`config.mk`:
```
export PLATFORM = sky130hd
export DESIGN_NAME = magic_length_frame_deframer_top
export DESIGN_NICKNAME = d
export VERILOG_FILES = /design/src/rtl/mlfd_pkg.sv /design/src/rtl/mlfd_parser.sv /design/src/rtl/magic_length_frame_deframer_top.sv
export SDC_FILE = /design/constraint.sdc
export NUM_CORES = 1
export LEC_CHECK = 0
export BUFFER_PORTS_ARGS = -buffer_cell sky130_fd_sc_hd__buf_2
export CAP_MARGIN = 5
export CORE_ASPECT_RATIO = 1.75
export CORE_MARGIN = 2
export CORE_UTILIZATION = 53
export CTS_BUF_LIST = sky130_fd_sc_hd__clkbuf_8
export CTS_CLUSTER_SIZE = 24
export DETAILED_ROUTE_END_ITERATION = 16
export GPL_TIMING_DRIVEN = 0
export PLACE_DENSITY = 0.74
export SYNTH_ARGS = -nofsm -noshare
export SYNTH_HDL_FRONTEND = slang
export SYNTH_SLANG_ARGS = --single-unit
```
`constraint.sdc`:
```
create_clock -name clock -period 3.6 [get_ports clock]
set_input_delay 0.36 -clock clock [delete_from_list [all_inputs] [get_ports clock]]
set_output_delay 0.36 -clock clock [all_outputs]
set_load 0.01 [all_outputs]
```
`src/rtl/mlfd_pkg.sv`:
```
// Shared types, codes and constants for the magic/length frame deframer.
package mlfd_pkg;

   localparam int SizeWidth = 21;
   localparam logic [SizeWidth-1:0] MAX_FRAME_SIZE_RESET = SizeWidth'(60 * 1024);

   localparam logic [7:0] MAGIC_0 = 8'hAA;
   localparam logic [7:0] MAGIC_1 = 8'hBB;
   localparam logic [7:0] MAGIC_2 = 8'hCC;
   localparam logic [7:0] MAGIC_3 = 8'hDD;

   typedef enum logic {
      OP_DATA = 1'b0,
      OP_EOF  = 1'b1
   } op_type;

   typedef enum logic [1:0] {
      EV_PAYLOAD   = 2'd0,
      EV_BAD_MAGIC = 2'd1,
      EV_BAD_SIZE  = 2'd2,
      EV_TRUNCATED = 2'd3
   } event_type;

   typedef enum logic [2:0] {
      PH_HEADER  = 3'd0,
      PH_RESYNC  = 3'd1,
      PH_SIZE    = 3'd2,
      PH_PAYLOAD = 3'd3,
      PH_SKIP    = 3'd4
   } phase_type;

   typedef struct packed {
      logic       op;
      logic [7:0] data_byte;
   } req_item_type;

   typedef struct packed {
      logic [1:0] event_res;
      logic [7:0] payload_byte;
      logic       frame_last;
   } rsp_item_type;

   typedef struct packed {
      logic         valid;
      rsp_item_type item;
   } parse_result_type;

   function automatic logic [7:0] magic_byte(input logic [1:0] idx);
      logic [7:0] value;
      case (idx)
         2'd0: value = MAGIC_0;
         2'd1: value = MAGIC_1;
         2'd2: value = MAGIC_2;
         2'd3: value = MAGIC_3;
         default: value = MAGIC_0;
      endcase
      return value;
   endfunction

endpackage

```
`src/rtl/mlfd_parser.sv`:
```
// Header parser state machine: decodes one item per step and produces at most one result.
module mlfd_parser
   import mlfd_pkg::*;
(
   input  logic                 clock,
   input  logic                 reset,
   input  logic                 step,
   input  req_item_type         item,
   input  logic [SizeWidth-1:0] max_frame_size,
   output parse_result_type     result
);

   phase_type            phase_ff, phase_in;
   logic [2:0]           header_count_ff, header_count_in;
   logic                 magic_bad_ff, magic_bad_in;
   logic [1:0]           magic_match_ff, magic_match_in;
   logic [31:0]          size_value_ff, size_value_in;
   logic [SizeWidth-1:0] bytes_left_ff, bytes_left_in;

   logic                 is_eof;
   logic [31:0]          size_update;
   logic                 size_bad;
   logic                 header_hit;
   logic                 resync_hit;
   logic                 magic_bad_update;
   logic                 header_done;
   logic                 size_done;
   logic                 payload_last;

   always_comb begin
      size_update = size_value_ff;
      case (header_count_ff[1:0])
         2'd0: size_update[7:0]   = item.data_byte;
         2'd1: size_update[15:8]  = item.data_byte;
         2'd2: size_update[23:16] = item.data_byte;
         2'd3: size_update[31:24] = item.data_byte;
         default: size_update = size_value_ff;
      endcase
   end

   assign is_eof           = (item.op == OP_EOF);
   assign size_bad         = (size_update == 32'd0) ||
                             (size_update > {{(32 - SizeWidth){1'b0}}, max_frame_size});
   assign header_hit       = (item.data_byte == magic_byte(header_count_ff[1:0]));
   assign resync_hit       = (item.data_byte == magic_byte(magic_match_ff));
   assign magic_bad_update = magic_bad_ff | (!header_count_ff[2] & !header_hit);
   assign header_done      = (header_count_ff == 3'd7);
   assign size_done        = (header_count_ff == 3'd3);
   assign payload_last     = (bytes_left_ff == SizeWidth'(1));

   // Next state.
   always_comb begin
      phase_in        = phase_ff;
      header_count_in = header_count_ff;
      magic_bad_in    = magic_bad_ff;
      magic_match_in  = magic_match_ff;
      size_value_in   = size_value_ff;
      bytes_left_in   = bytes_left_ff;
      if (is_eof) begin
         phase_in        = PH_HEADER;
         header_count_in = 3'd0;
         magic_bad_in    = 1'b0;
         magic_match_in  = 2'd0;
         size_value_in   = 32'd0;
         bytes_left_in   = '0;
      end else begin
         case (phase_ff)
            PH_RESYNC: begin
               if (resync_hit) begin
                  magic_match_in = magic_match_ff + 2'd1;
                  if (magic_match_ff == 2'd3) begin
                     magic_match_in  = 2'd0;
                     header_count_in = 3'd0;
                     size_value_in   = 32'd0;
                     phase_in        = PH_SIZE;
                  end
               end else begin
                  magic_match_in = (item.data_byte == MAGIC_0) ? 2'd1 : 2'd0;
               end
            end
            PH_SIZE: begin
               size_value_in   = size_update;
               header_count_in = header_count_ff + 3'd1;
               if (size_done) begin
                  header_count_in = 3'd0;
                  if (size_bad) begin
                     phase_in = PH_SKIP;
                  end else begin
                     bytes_left_in = size_update[SizeWidth-1:0];
                     phase_in      = PH_PAYLOAD;
                  end
               end
            end
            PH_PAYLOAD: begin
               bytes_left_in = bytes_left_ff - SizeWidth'(1);
               if (payload_last) begin
                  phase_in        = PH_HEADER;
                  header_count_in = 3'd0;
                  magic_bad_in    = 1'b0;
                  magic_match_in  = 2'd0;
                  size_value_in   = 32'd0;
                  bytes_left_in   = '0;
               end
            end
            PH_SKIP: begin
               phase_in = PH_SKIP;
            end
            default: begin
               phase_in        = PH_HEADER;
               header_count_in = header_count_ff + 3'd1;
               if (header_count_ff[2]) begin
                  size_value_in = size_update;
               end else begin
                  magic_bad_in = magic_bad_update;
               end
               if (header_done) begin
                  header_count_in = 3'd0;
                  if (magic_bad_update) begin
                     magic_bad_in   = 1'b0;
                     magic_match_in = 2'd0;
                     size_value_in  = 32'd0;
                     phase_in       = PH_RESYNC;
                  end else if (size_bad) begin
                     phase_in = PH_SKIP;
                  end else begin
                     bytes_left_in = size_update[SizeWidth-1:0];
                     phase_in      = PH_PAYLOAD;
                  end
               end
            end
         endcase
      end
   end

   // Result for the current item.
   always_comb begin
      result = '0;
      if (is_eof) begin
         if (phase_ff == PH_PAYLOAD) begin
            result.valid          = 1'b1;
            result.item.event_res = EV_TRUNCATED;
         end
      end else begin
         case (phase_ff)
            PH_RESYNC, PH_SKIP: begin
               result.valid = 1'b0;
            end
            PH_SIZE: begin
               if (size_done && size_bad) begin
                  result.valid          = 1'b1;
                  result.item.event_res = EV_BAD_SIZE;
               end
            end
            PH_PAYLOAD: begin
               result.valid             = 1'b1;
               result.item.event_res    = EV_PAYLOAD;
               result.item.payload_byte = item.data_byte;
               result.item.frame_last   = payload_last;
            end
            default: begin
               if (header_done) begin
                  if (magic_bad_update) begin
                     result.valid          = 1'b1;
                     result.item.event_res = EV_BAD_MAGIC;
                  end else if (size_bad) begin
                     result.valid          = 1'b1;
                     result.item.event_res = EV_BAD_SIZE;
                  end
               end
            end
         endcase
      end
   end

   always_ff @(posedge clock) begin
      if (reset) begin
         phase_ff        <= PH_HEADER;
         header_count_ff <= 3'd0;
         magic_bad_ff    <= 1'b0;
         magic_match_ff  <= 2'd0;
         size_value_ff   <= 32'd0;
         bytes_left_ff   <= '0;
      end else if (step) begin
         phase_ff        <= phase_in;
         header_count_ff <= header_count_in;
         magic_bad_ff    <= magic_bad_in;
         magic_match_ff  <= magic_match_in;
         size_value_ff   <= size_value_in;
         bytes_left_ff   <= bytes_left_in;
      end
   end

   // A frame in flight always has at least one byte left.
   assert property (@(posedge clock) disable iff (reset)
      (phase_ff == PH_PAYLOAD) |-> (bytes_left_ff != '0))
      else $error("payload phase with no bytes left");

   // Size collection after a resync never goes past the fourth byte.
   assert property (@(posedge clock) disable iff (reset)
      (phase_ff == PH_SIZE) |-> !header_count_ff[2])
      else $error("size byte count out of range");

   // A bad magic report always starts the hunt.
   assert property (@(posedge clock) disable iff (reset)
      (step && result.valid && (result.item.event_res == EV_BAD_MAGIC))
         |=> (phase_ff == PH_RESYNC) && (magic_match_ff == 2'd0))
      else $error("bad magic without resync");

   // End of file always returns the parser to a clean header search.
   assert property (@(posedge clock) disable iff (reset)
      (step && is_eof) |=> (phase_ff == PH_HEADER) && (header_count_ff == 3'd0)
         && !magic_bad_ff)
      else $error("parser not cleared at end of file");

endmodule

```
`src/rtl/magic_length_frame_deframer_top.sv`:
```
// Top level of the magic/length frame deframer: input register, parser and result register.
//
// The req channel carries one file byte per item (op data) or an end-of-file
// item (op eof). Each frame in the file is the magic AA BB CC DD, a
// little-endian 32-bit payload size and then the payload. The rsp channel
// returns one item per payload byte, with frame_last on the final byte, and
// one item for each error: bad magic (a byte-wise hunt follows), invalid size
// (data is ignored until end of file) or a frame truncated by end of file.
// An item enters the input register and is decoded there by the parser. When it
// advances, its result lands in the result register, which drives rsp_valid.
// One item is taken every cycle while the rsp side does not stall. When
// rsp_stall is high with a result waiting, the item in the input register stays
// and req_stall rises in that same cycle. If the input register is empty, one
// more item is still taken. Reset clears both registers and the parser, and
// sets max_frame_size to 61440. Write csr only while no item is in flight; a
// write takes effect at the next edge.
module magic_length_frame_deframer_top
   import mlfd_pkg::*;
(
   input  logic                 clock,
   input  logic                 reset,
   input  logic                 req_valid,
   output logic                 req_stall,
   input  req_item_type         req_item,
   output logic                 rsp_valid,
   input  logic                 rsp_stall,
   output rsp_item_type         rsp_item,
   input  logic                 csr_wr_en,
   input  logic [SizeWidth-1:0] csr_wr_data
);

   logic                 in_valid_ff, in_valid_in;
   req_item_type         in_item_ff;
   logic                 out_valid_ff, out_valid_in;
   rsp_item_type         out_item_ff;
   logic [SizeWidth-1:0] max_size_ff;

   logic                 advance;
   logic                 req_take;
   parse_result_type     result;

   assign advance   = in_valid_ff && (!out_valid_ff || !rsp_stall);
   assign req_stall = in_valid_ff && !advance;
   assign req_take  = req_valid && !req_stall;

   assign in_valid_in  = req_take || (in_valid_ff && !advance);
   assign out_valid_in = advance ? result.valid : (out_valid_ff && rsp_stall);

   mlfd_parser u_parser (
      .clock          (clock),
      .reset          (reset),
      .step           (advance),
      .item           (in_item_ff),
      .max_frame_size (max_size_ff),
      .result         (result)
   );

   always_ff @(posedge clock) begin
      if (reset) begin
         in_valid_ff  <= 1'b0;
         out_valid_ff <= 1'b0;
         max_size_ff  <= MAX_FRAME_SIZE_RESET;
      end else begin
         in_valid_ff  <= in_valid_in;
         out_valid_ff <= out_valid_in;
         if (csr_wr_en) begin
            max_size_ff <= csr_wr_data;
         end
      end
   end

   always_ff @(posedge clock) begin
      if (req_take) begin
         in_item_ff <= req_item;
      end
      if (advance && result.valid) begin
         out_item_ff <= result.item;
      end
   end

   assign rsp_valid = out_valid_ff;
   assign rsp_item  = out_item_ff;

   // A waiting result is never overwritten while the receiver stalls.
   assert property (@(posedge clock) disable iff (reset)
      (out_valid_ff && rsp_stall) |-> !advance)
      else $error("result register overwritten under stall");

   // A held input item is processed before a new one is taken.
   assert property (@(posedge clock) disable iff (reset)
      (in_valid_ff && !advance) |-> !req_take)
      else $error("input register overwritten before processing");

   // Every result leaving the parser reaches the result register.
   assert property (@(posedge clock) disable iff (reset)
      (advance && result.valid) |=> out_valid_ff)
      else $error("parser result lost");

endmodule

```
### Word level (Yosys, flattened, before mapping)

Cells that the tools add are included.

* register bits after elaboration: 105
* input bits: 35
* output and inout bits: 13
* word-level logic and storage cells: 136

* $add $sub $neg: 3
* $lt $le $gt $ge: 1
* equality and inequality tests: 25
* multiplexer cells: 59
* bitwise gates (word level): 3
* reduce and logical (&&, ||, !) cells: 31

Operators by type and width (count)
* $mux 32: 7
* $pmux 32 s4: 1
* $mux 21: 6
* $pmux 8 s4: 2
* $pmux 21 s3: 1
* $mux 3: 19
* $gt 32x21->1: 1
* $logic_not 32->1: 1
* $mux 8: 4
* $pmux 3 s4: 2
* $eq 21x1->1 const B: 1
* $sub 21x1->21 const B: 1
* $reduce_and 5->1: 4
* $eq 8x8->1: 2
* $mux 2: 6
* $ne 3x2->1 const B: 4
* $reduce_bool 4->1: 3
* $eq 3x2->1 const B: 3
* $eq 2x2->1 const B: 4
* $eq 8x8->1 const B: 1
* $mux 1: 7
* $eq 3x3->1 const B: 2
* $logic_and 1x1->1: 6
* $logic_not 1->1: 6
* 19 further kinds: 28

### Depth between registers and ports, before layout

* word-level depth: 11
* mapped depth: 15
* depth with buffers taken out: 12

### Modules after synthesis

Synthesis repeated with hierarchy kept, for this count alone.

* cells, all modules: 754
* area, all modules: 6467.5 um^2

By module, submodules not included
* mlfd_parser: times used 1, cells each 654, area an instance 5007.3 um^2, sequential area each 1241.2 um^2
* magic_length_frame_deframer_top: times used 1, cells each 100, area an instance 1460.2 um^2, sequential area each 1061.0 um^2

### Worst setup path before layout

No wires, ideal clock.

* path type: reg2reg
* from: register u_parser.header_count_ff[1]
* to: register out_item_ff (netlist bit rsp_item[0]) (enable)
* library setup time: 382 ps
* arrival: 3599 ps
* required time: 3218 ps
* setup slack: -381 ps
* cell stages (with the launch flop): 14
* buffers on the path: 2
* clock period less this slack: 3981 ps
* cells stage by stage: dfxtp_1 > inv_1 > ha_1 > clkbuf_1 > buf_1 > mux2i_1 > inv_1 > ha_1 > nand4_1 > a2111oi_0 > nor4b_1 > o41ai_1 > o32ai_1 > a21oi_1

* word-level cells in the longest chain between the ends: 11
* elaborated cells between the ends (all ways): 26
* classes of those cells: order compare: 1; eq/ne: 6; mux: 11; bitwise: 2; reduce/logical: 6

Ends and longest elaborated chain
* start, declared: RTL line mlfd_parser.sv:14 `logic [2:0] header_count_ff, header_count_in;`
* start signal, assigned: RTL line mlfd_parser.sv:185 `header_count_ff <= header_count_in;`
* parallel branches: the longest is 8 deep, another holds $gt 32x21->1
* $pmux 1 s3 (*): RTL line mlfd_parser.sv:144 `case (phase_ff)`
* $mux 3 (*): RTL line mlfd_parser.sv:138 `if (is_eof) begin`
* $logic_and 1x1->1 (*): RTL line magic_length_frame_deframer_top.sv:76 `if (advance && result.valid) begin`
* end signal, assigned: RTL line magic_length_frame_deframer_top.sv:77 `out_item_ff <= result.item;`
* end, declared: RTL line magic_length_frame_deframer_top.sv:35 `rsp_item_type out_item_ff;`

Every way passes the cells marked *. The select of a mux whose other input is x is not followed.
A chain may end at the register's enable or synchronous reset.

### Worst setup path in the final report

* from: register u_parser.header_count_ff[1]
* to: register out_item_ff (netlist bit rsp_item[5]) (enable)

Same word-level chain as after synthesis.

==> impl_metrics.py <==
metrics = {
    "placed_design": {
        "dpl.hpwl_mm": 17.0,
        "place_inst": 1102,
        "port_buffers": 45,
        "place_ws_ns": -1.31,
        "place_area_sq_mm": 0.00761,
        "place_congestion": 1.03,
    },
    "setup_path": {
        "start_kind": "flip-flop",
        "path_max_fanout": 6,
        "rrSetupSlack_ns": -0.11,
        "cp.buffers_inverters": 6,
        "r2r-end": "rsp_item[5]",
        "r2r_cells": 15,
        "crit_chain": "inv_4 > ha_4 > buf_4 > mux2i_4 > inv_1 > ha_1 > nand4_1 > buf_4 > a2111oi_4 > nor4b_4 > o41ai_2 > o32ai_2 > buf_4 > a21oi_4 > clkbuf_16",
        "crit_type": "reg2reg",
        "crit_family": "buffers and inverters",
        "critPathArrivalTime_ns": 3.82,
        "critPathCaptureType": "flip-flop",
        "cp.required_ns": 3.71,
        "slowest_stage": "dfxtp_4",
        "crit_top_cell": "buf_4",
        "reg2reg_from": "u_parser.header_count_ff[1]",
        "max_stage_delay_ns": 0.39,
    },
    "final_layout": {
        "areaGrowthSynthToFinish_pct": 22.0,
        "fin_cells": 1155,
        "fin_util_pct": 65.5,
        "n_antenna_cell": 0,
        "drive_above_1_share_pct": 19.4,
        "design_area_sq_mm": 0.00872,
        "fillCellCount": 1147,
        "nets": 1045,
    },
    "synthesis": {
        "syn_area_sq_mm": 0.00715,
        "netlist.top_cell.by_area": "dfxtp_1",
        "synth_commonest_cells": "dfxtp_1, a21oi_1, nor2_1, nand2_1",
        "synthTopCellsByArea": "dfxtp_1, mux2i_1, edfxtp_1",
        "synthArstFlopShare_pct": 0,
        "synth_cell_types": 70,
        "synth_edf_count": 20,
        "synthFlopType": "dfxtp_1",
        "ys_ff_latch": 105,
        "synth_most_common_cell": "dfxtp_1",
        "synth_nets": 952,
        "avgSynthCellArea_sq_um": 8.10,
        "synth_top_area_share_pct": 23.8,
        "yosys_warnings": 0,
        "netlist_instances": 883,
        "ys_seq_area_share_pct": 32.2,
    },
    "power_and_ir_drop": {
        "seqPwrFrac_pct": 49.6,
        "p_sw_share_pct": 30.1,
        "cellLeakagePower_nw": 3.32,
        "cellPowerDensity_mw_per_mm2": 288,
        "power.total_mw": 2.51,
        "power_switching_mw": 0.757,
        "p_comb_share_pct": 19.6,
        "internal-power_mw": 1.76,
        "p_clk_share_pct": 30.8,
        "vdd_drop_max_mv": 0.252,
    },
    "floorplanning": {
        "core_area_sq_mm": 0.0133,
        "num_rows": 56,
        "start_util_pct": 53.7,
        "fp.dieArea_sq_mm": 0.0145,
        "dieHeight_microns": 158,
        "io_pins": 48,
        "die_x_microns": 91.8,
    },
    "worst_hold_path": {
        "hp-class": "in2reg",
        "holdPathStages": 1,
        "holdPathEnd": "in_item_ff[1]",
        "hold_start": "req_item[1]",
    },
    "grt": {
        "antenna_found_initial": 0,
        "grt_start_max_net_pins": 18,
        "grt-ovfl-total": 0,
        "first_global_vias": 7236,
        "grtUsageTotal_pct": 32.3,
        "grt_pass1_wl_mm": 36.9,
    },
    "detailed_routing": {
        "wl_per_cell_microns": 21.1,
        "dr.first_iter.drc_count": 812,
        "drt-vias-per-instance": 6.63,
        "antenna_left": 0,
        "firstDrtPassIters": 6,
        "route.detailed.drc": 0,
        "vias": 7658,
        "drt_wl_total_mm": 24.4,
    },
    "sta": {
        "post-route-min-period_ns": 3.71,
        "fin_ws_ns": -0.108,
        "whs_ns": 0.125,
        "rsz0062_at_grt": "true",
        "period_share_pct": 103,
        "relSlewSlack_pct": 35.4,
        "fin_skew_ns": 0.0211,
        "worstMarginPinSlew_ns": 0.967,
        "setup_tns_ns": -1.00,
        "finalHoldViolations": 0,
        "finalMaxSlewViolations": 0,
        "finalSetupViolations": 17,
        "fmax_mhz": 270,
    },
    "clock_tree": {
        "clk_pin_slew_worst_paths_ns": 0.12,
        "clock_sinks": 105,
        "cts_tree": "done",
        "cts_buffers": 9,
        "ctsHoldBuffers": 0,
        "ctsHtreeMaxLevel": 3,
        "cts.path.max_buffers": 2,
        "clockRootBuffer": "clkbuf_8",
        "clkLatencyLatePin_ns": 0.40,
    },
    "flow_run": {
        "drv_cap": 0,
    },
    "outcome": {
        "outcome": "finished with violations",
        "failed_checks": "negative setup slack",
    },
}
[metal layers]
| layer | global-route usage (%) | share of wire [%] |
|---|---|---|
| met3 | 4.71 | 7.4 |
| met5 | 0 | 0 |
| met2 | 57.5 | 50 |
| met4 | 26.6 | 8.8 |
| met1 | 33.2 | 34 |
[repair_timing]
item,in CTS,in global routing
setup buffers,20,20
gates resized for setup,67,40
cloned,0,2
pin swaps,12,14
endpoints found under the setup margin,37,37
[worst max path at each step]
stage          cells past startpoint  slack, ns                   startpoint                         to
6_report                          15      -0.11  u_parser.header_count_ff[1]                rsp_item[5]
5_1_grt                           15      -0.24  u_parser.header_count_ff[1]                rsp_item[5]
4_1_cts                           15     0.0004  u_parser.header_count_ff[1]                rsp_item[9]
3_5_place_dp                      14      -1.31  u_parser.header_count_ff[1]  u_parser.bytes_left_ff[9]
3_3_place_gp                      14      -1.32  u_parser.header_count_ff[1]  u_parser.bytes_left_ff[9]
2_1_floorplan                     13       0.03  u_parser.header_count_ff[0]                rsp_item[0]
[placed cells by master, fill, tap and decap left out, types with 8 or more instances in the layout]
cell | netlist | final
a21oi_1 | 78 | 72
a221oi_1 | 23 | 23
nand3_1 | 12 | 12
buf_4 | 3 | 36
clkbuf_1 | 58 | 49
nor3_1 | 17 | 17
inv_1 | 62 | 56
dfxtp_1 | 85 | 83
o22ai_1 | 12 | 12
o32ai_1 | 16 | 15
edfxtp_1 | 20 | 20
ha_1 | 34 | 25
mux2i_4 | 0 | 18
a211oi_1 | 11 | 9
or2_2 | 9 | 9
o21ai_0 | 44 | 44
clkbuf_8 | 0 | 10
o211ai_1 | 41 | 41
buf_2 | 0 | 46
ha_4 | 0 | 9
and2_1 | 9 | 9
nand2_1 | 73 | 73
mux2i_1 | 62 | 42
nor2_1 | 74 | 74
nor4_1 | 10 | 8
[registers in the layout, summed over array words and instances, names as in the netlist]
signal / count
u_parser.header_count_ff: 3
max_size_ff: 21
u_parser.size_value_ff: 32
in_valid_ff: 1
u_parser.phase_ff: 3
u_parser.magic_bad_ff: 1
u_parser.bytes_left_ff: 21
rsp_valid: 1
rsp_item: 11
u_parser.magic_match_ff: 2
in_item_ff: 9
[logic make-up (layout without fill, tap and decap cells)]
group | Yosys count | in the layout | synth area share (%)
buffers and inverters | 133 | 231 | 7.56
flip-flops | 105 | 105 | 32.2
XOR/XNOR | 8 | 8 | 0.980
AO/OA/AOI/OAI | 284 | 284 | 27.0
adder cells (fa/ha/maj) | 34 | 34 | 5.95
AND/OR/NAND/NOR | 257 | 257 | 17.7
multiplexers | 62 | 62 | 8.68
[layout make-up]
type / instances / area [sq um] / area share (%)
Clock buffer: 10 / 138 / 1.58
Inverter: 62 / 238 / 2.73
Timing Repair Buffer: 86 / 622 / 7.13
Tap cell: 174 / 218 / 2.50
Clock inverter: 6 / 60.1 / 0.688
Multi-Input combinational cell: 645 / 4800 / 55.0
Buffer: 67 / 343 / 3.93
Sequential cell: 105 / 2310 / 26.4
[power by group through the flow]
stage                     logic [mW]  registers, mW  clock network, mW
after global routing           0.527           1.25              0.820
after CTS                      0.422           1.25              0.779
after floorplan                0.249           1.26                  0
after global placement         0.358           1.27                  0
after detailed placement       0.362           1.27                  0
final                          0.494           1.25              0.774
(Power assumes the default switching activity.)
